[src/rtl/slot_allocator_reuse_delay_macros.svh]
// Assertion macros for the slot allocator.
// Used at the end of slot_allocator_reuse_delay; expects clk and rst_n in scope.
`ifndef SLOT_ALLOCATOR_REUSE_DELAY_MACROS_SVH
`define SLOT_ALLOCATOR_REUSE_DELAY_MACROS_SVH

// Checked on every rising edge, held off while reset is asserted
`define SRA_ASSERT(lbl, prop, msg) \
    lbl: assert property (@(posedge clk) disable iff (!rst_n) prop) else $error(msg);

// Checked on every rising edge, including during reset
`define SRA_ASSERT_ALWAYS(lbl, prop, msg) \
    lbl: assert property (@(posedge clk) prop) else $error(msg);

`endif

[src/rtl/sra_pkg.sv]
// Shared types and constants for the slot allocator.
// No dependencies; imported by sra_scan_eval and slot_allocator_reuse_delay.
package sra_pkg;

    localparam int TIME_W = 32;
    localparam int GAP_W  = 16;
    localparam int SLOT_W = 10;

    localparam int IN_TDATA_W  = 48;
    localparam int OUT_TDATA_W = 24;
    localparam int USER_W      = 2;

    // Register reset values
    localparam logic [GAP_W-1:0] GRACE_RESET = 16'd2000;
    localparam logic [GAP_W-1:0] DELAY_RESET = 16'd1000;

    // Register indexes
    localparam logic [1:0] CFG_START = 2'd0;
    localparam logic [1:0] CFG_GRACE = 2'd1;
    localparam logic [1:0] CFG_DELAY = 2'd2;

    // Request kinds
    localparam logic KIND_ALLOC = 1'b0;
    localparam logic KIND_FREE  = 1'b1;

    typedef enum logic [1:0] {
        ST_ALLOC  = 2'd0,
        ST_FREED  = 2'd1,
        ST_PINNED = 2'd2,
        ST_FULL   = 2'd3
    } sra_status_t;

    // Verdict on one table entry during a scan
    typedef struct packed {
        logic is_free;   // not in use
        logic usable;    // not in use and out of quarantine
    } sra_eval_t;

endpackage

[src/rtl/sra_scan_eval.sv]
// Qualification of one slot table entry read during an allocate scan.
// Depends on sra_pkg.
module sra_scan_eval
    import sra_pkg::*;
(
    input  logic              in_use,
    input  logic [TIME_W-1:0] free_time,
    input  logic [TIME_W-1:0] start_time,
    input  logic [GAP_W-1:0]  grace_period,
    input  logic [GAP_W-1:0]  reuse_delay,
    input  logic [TIME_W-1:0] now,
    output sra_eval_t         ev
);

    logic [TIME_W-1:0] age_since_start;
    logic [TIME_W-1:0] age_since_free;
    logic              quarantined;

    // Both differences wrap modulo 2^32
    assign age_since_start = free_time - start_time;
    assign age_since_free  = now - free_time;

    // Freed after the grace period and not rested long enough
    assign quarantined = (age_since_start > TIME_W'(grace_period))
                      && (age_since_free < TIME_W'(reuse_delay));

    assign ev.is_free = ~in_use;
    assign ev.usable  = ~in_use & ~quarantined;

endmodule

[config.mk]
export PLATFORM = sky130hd
export DESIGN_NAME = sra_scan_eval
export DESIGN_NICKNAME = d
export VERILOG_FILES = /design/src/rtl/slot_allocator_reuse_delay_macros.svh /design/src/rtl/sra_pkg.sv /design/src/rtl/sra_scan_eval.sv
export SDC_FILE = /design/constraint.sdc
export NUM_CORES = 1
export LEC_CHECK = 0
export BUFFER_PORTS_ARGS = -buffer_cell sky130_fd_sc_hd__buf_4
export CORE_ASPECT_RATIO = 0.75
export CORE_UTILIZATION = 59
export DETAILED_ROUTE_END_ITERATION = 16
export GPL_TIMING_DRIVEN = 0
export MAX_ROUTING_LAYER = met4
export PLACE_DENSITY = 0.87
export SLEW_MARGIN = 40
export SYNTH_ARGS = -nofsm -noshare
export SYNTH_HDL_FRONTEND = slang
export SYNTH_SLANG_ARGS = --single-unit
export TNS_END_PERCENT = 5
[constraint.sdc]
create_clock -name vclk -period 15.82
set_clock_uncertainty 0.1 [all_clocks]
set_input_delay 2.373 -clock vclk [all_inputs]
set_output_delay 2.373 -clock vclk [all_outputs]
set_load 0.005 [all_outputs]
Yosys cells after proc, flatten, opt, wreduce, memory -nomap -nowiden
Cells that the tools add are included.
{"block": "op_classes", "order_cmp": 2, "reduce_logical": 1, "n_bitwise": 3, "add_sub_neg": 2}
{"operator": "32-bit subtractor", "n": 2}
{"operator": "32-bit by 16-bit greater-than comparator with 1-bit output", "n": 1}
{"operator": "32-bit by 16-bit less-than comparator with 1-bit output", "n": 1}
{"operator": "1-bit inverter", "n": 2}
{"operator": "1-bit bitwise AND", "n": 1}
{"operator": "1-bit logical AND", "n": 1}
{"block": "totals", "input_bits": 129, "output_inout_bits": 2, "reg_bits": 0}

Depth between registers and ports, before layout
{"block": "depth", "word_depth": 5, "ltp_mapped": 22}

Worst setup path before layout
No wires, ideal clock.
{"block": "synth_timing", "path_kind": "input -> output", "startpoint": "in free_time[1]", "endpoint": "out ev[0] (netlist bit)", "arrival_time_ns": 6.170, "slack_ns": 7.177, "t_required_ns": 13.347, "stages": 21, "cell_sequence": "inv_1 > ha_1 > nor2b_1 > o2111ai_1 > a311oi_1 > o21a_1 > o21ai_0 > nand2b_1 > a21oi_1 > xnor2_1 > ha_1 > nand4_1 > nor3_1 > o2bb2ai_1 > nor4_1 > o211ai_1 > or4_1 > nor4_1 > nand4b_1 > nor4_1 > a41oi_1"}
{"item": "from (decl)", "line": "sra_scan_eval.sv:7", "text": "input logic [TIME_W-1:0] free_time,"}
{"item": "to (decl)", "line": "sra_scan_eval.sv:12", "text": "output sra_eval_t ev"}

==> results.cfg <==
[global_route]
grt_pass1_vias = 5531
grt_max_degree = 11
antenna_found_initial = 0
overflow = 0
grt_use_total_pct = 36.6
grt_pass1_wl_mm = 24.7

[synth]
synthCells = 721
synth_top_family_by_area = compound AO/OA/AOI/OAI gates
synthesis.area_um2 = 4690
syn-num-nets = 945
muxShareOfSynthArea_pct = 0.667
synth_fa_ha_area_share_pct = 25.7
syn_area_per_cell_um2 = 6.51
ys_types = 62
seq_area_frac_synth_pct = 0
synth_compound_gate_area_share_pct = 30.4
synth.yosys.warnings = 0
synthXorXnorAreaFrac_pct = 8.59
yosys.area_share.simple_pct = 24.8

[cells_and_area]
multi_input_area_um2 = 4230
seq_cells = 0
n_clock_buffer = 0
fin_area_um2 = 5800
n_antenna_cell = 0
fin_nets = 1078
final_cells = 953
n_fill_cell = 607
layout_commonest_cell = buf_4
drive_gt1_share_pct = 17.4
register_area_um2 = 0
syn_to_final_growth_pct = 23.7
final_cell_mix = buf_4, inv_1, ha_1
fin_util_pct = 77.0

[critical_path]
arrival_ns = 7.42
criticalPathCategory = primary input to output pin
slowest_delay_ns = 0.49
crit_fanout = 3
cp_cell_sequence = buf_4 -> inv_1 -> ha_1 -> inv_1 -> fa_1 -> a21oi_1 -> o21ai_1 -> a311oi_1 -> o21ai_0 -> xor2_1 -> ha_1 -> nand4_1 -> nor3_1 -> o2bb2ai_1 -> nor4_1 -> o211ai_1 -> or4_1 -> nor4_1 -> nand4b_1 -> nor4_1 -> a41oi_1 -> buf_4
cp-end-kind = output pin
cp.required_ns = 13.35
worst_path_max_delay_cell = a311oi_1
crit_path_frequent_cell = nor4_1
startpoint_type = primary input

[drt]
dr.pass1.iters = 5
wirelength_mm = 15.2
dr.first_iter.drc_count = 507
vias = 5882
drcViolationCount = 0
drtAntennaViolNets = 0
wl_per_cell_um = 15.9
via_per_inst = 6.17

[timing]
setup_tns_ns = 0
fin_ws_ns = 5.92
rsz0062_at_grt = no
fmax_ghz = 0.101
whs_ns = 4.88
maxSlewHeadroom_pct = 55.8
tightest_slew_ns = 0.647
min_period_over_period_pct = 62.6
maxSlewViolCount = 0
final.min_clock_period_ns = 9.90
setup_violations = 0
hold_viol_final = 0

[place]
routabilityCongestion = 1.02
dpl_cell_area_um2 = 5800
dp_hpwl_mm = 13.2
dp_cells = 953
io_buffers = 131
dp_worst_setup_slack_ns = 6.04

[clocking]
post_cts_resized = 0
ctsHoldBuffers = 0
cts_setup_buffers = 0

[power]
power_mw = 0.237
leakage_nw = 3.01
ir_drop_uv = 26.6
power.density_nw_per_um2 = 40.9

[hold_path]
worstHoldPathType = primary input to output pin

[die]
initial_core_util_pct = 62.3
die_area_um2 = 8310
ios = 131
dieWidth_um = 105
coreArea_um2 = 7530
die_y_um = 79.2
rows = 27

[outcome]
status = completed

[flow_run]
maxCapViolCount = 0
worst paths after layout:
path | startpoint | endpoint | slack, ns | cells after the start
hold / removal | in_use | ev[1] | 4.88 | 3
setup / recovery | now[0] | ev[0] | 5.92 | 22
power by group:
part           internal (mW)  switching, mW
sequential                 0              0
combinational          0.105          0.132
clock                      0              0
area by class of cell:
| cell class | instances | area share (%) |
|---|---|---|
| inverters | 108 | 6.99 |
| multi-input cells | 598 | 72.9 |
| repair buffers | 131 | 17.0 |
| well taps | 101 | 2.18 |
| plain buffers | 15 | 0.992 |
worst max-delay path, delay by kind of cell:
family          cells  cell delay (ns)
xor+xnor            1             0.19
fa+ha+maj           3             0.89
buf+inv             4             0.39
compound gates      7             1.53
simple gates        7             2.05
cell usage after synthesis, drive strengths merged (8+ instances only):
master	instances	area share, %
xnor2	27	5.0
nand4	20	2.9
o21a	10	1.6
o211ai	8	1.3
ha	93	25
nor4	8	1.1
clkbuf	14	1.1
a31oi	11	1.5
a21o	17	2.7
o21ai	36	3.8
and3	11	1.5
xor2	19	3.5
nand2	71	5.7
inv	108	8.6
a21oi	77	8.2
nand2b	11	1.5
nor3	18	1.9
nor2	48	3.8
nand3	16	1.7
routing by layer:
metal | track usage, % | vias to the layer above | part of all wire [%]
met5 | - | - | 0
met4 | 11.3 | 0 | 3.1
met3 | 3.28 | 46 | 7.3
met2 | 60.1 | 309 | 44
met1 | 47.9 | 2656 | 45
li1 | - | 2871 | -
kinds of logic after synthesis:
group / count (synthesis)
simple gates: 234
xor+xnor: 46
buf+inv: 123
mux: 3
compound gates: 220
fa+ha+maj: 95
No activity file was read; power rests on OpenSTA's default activity.
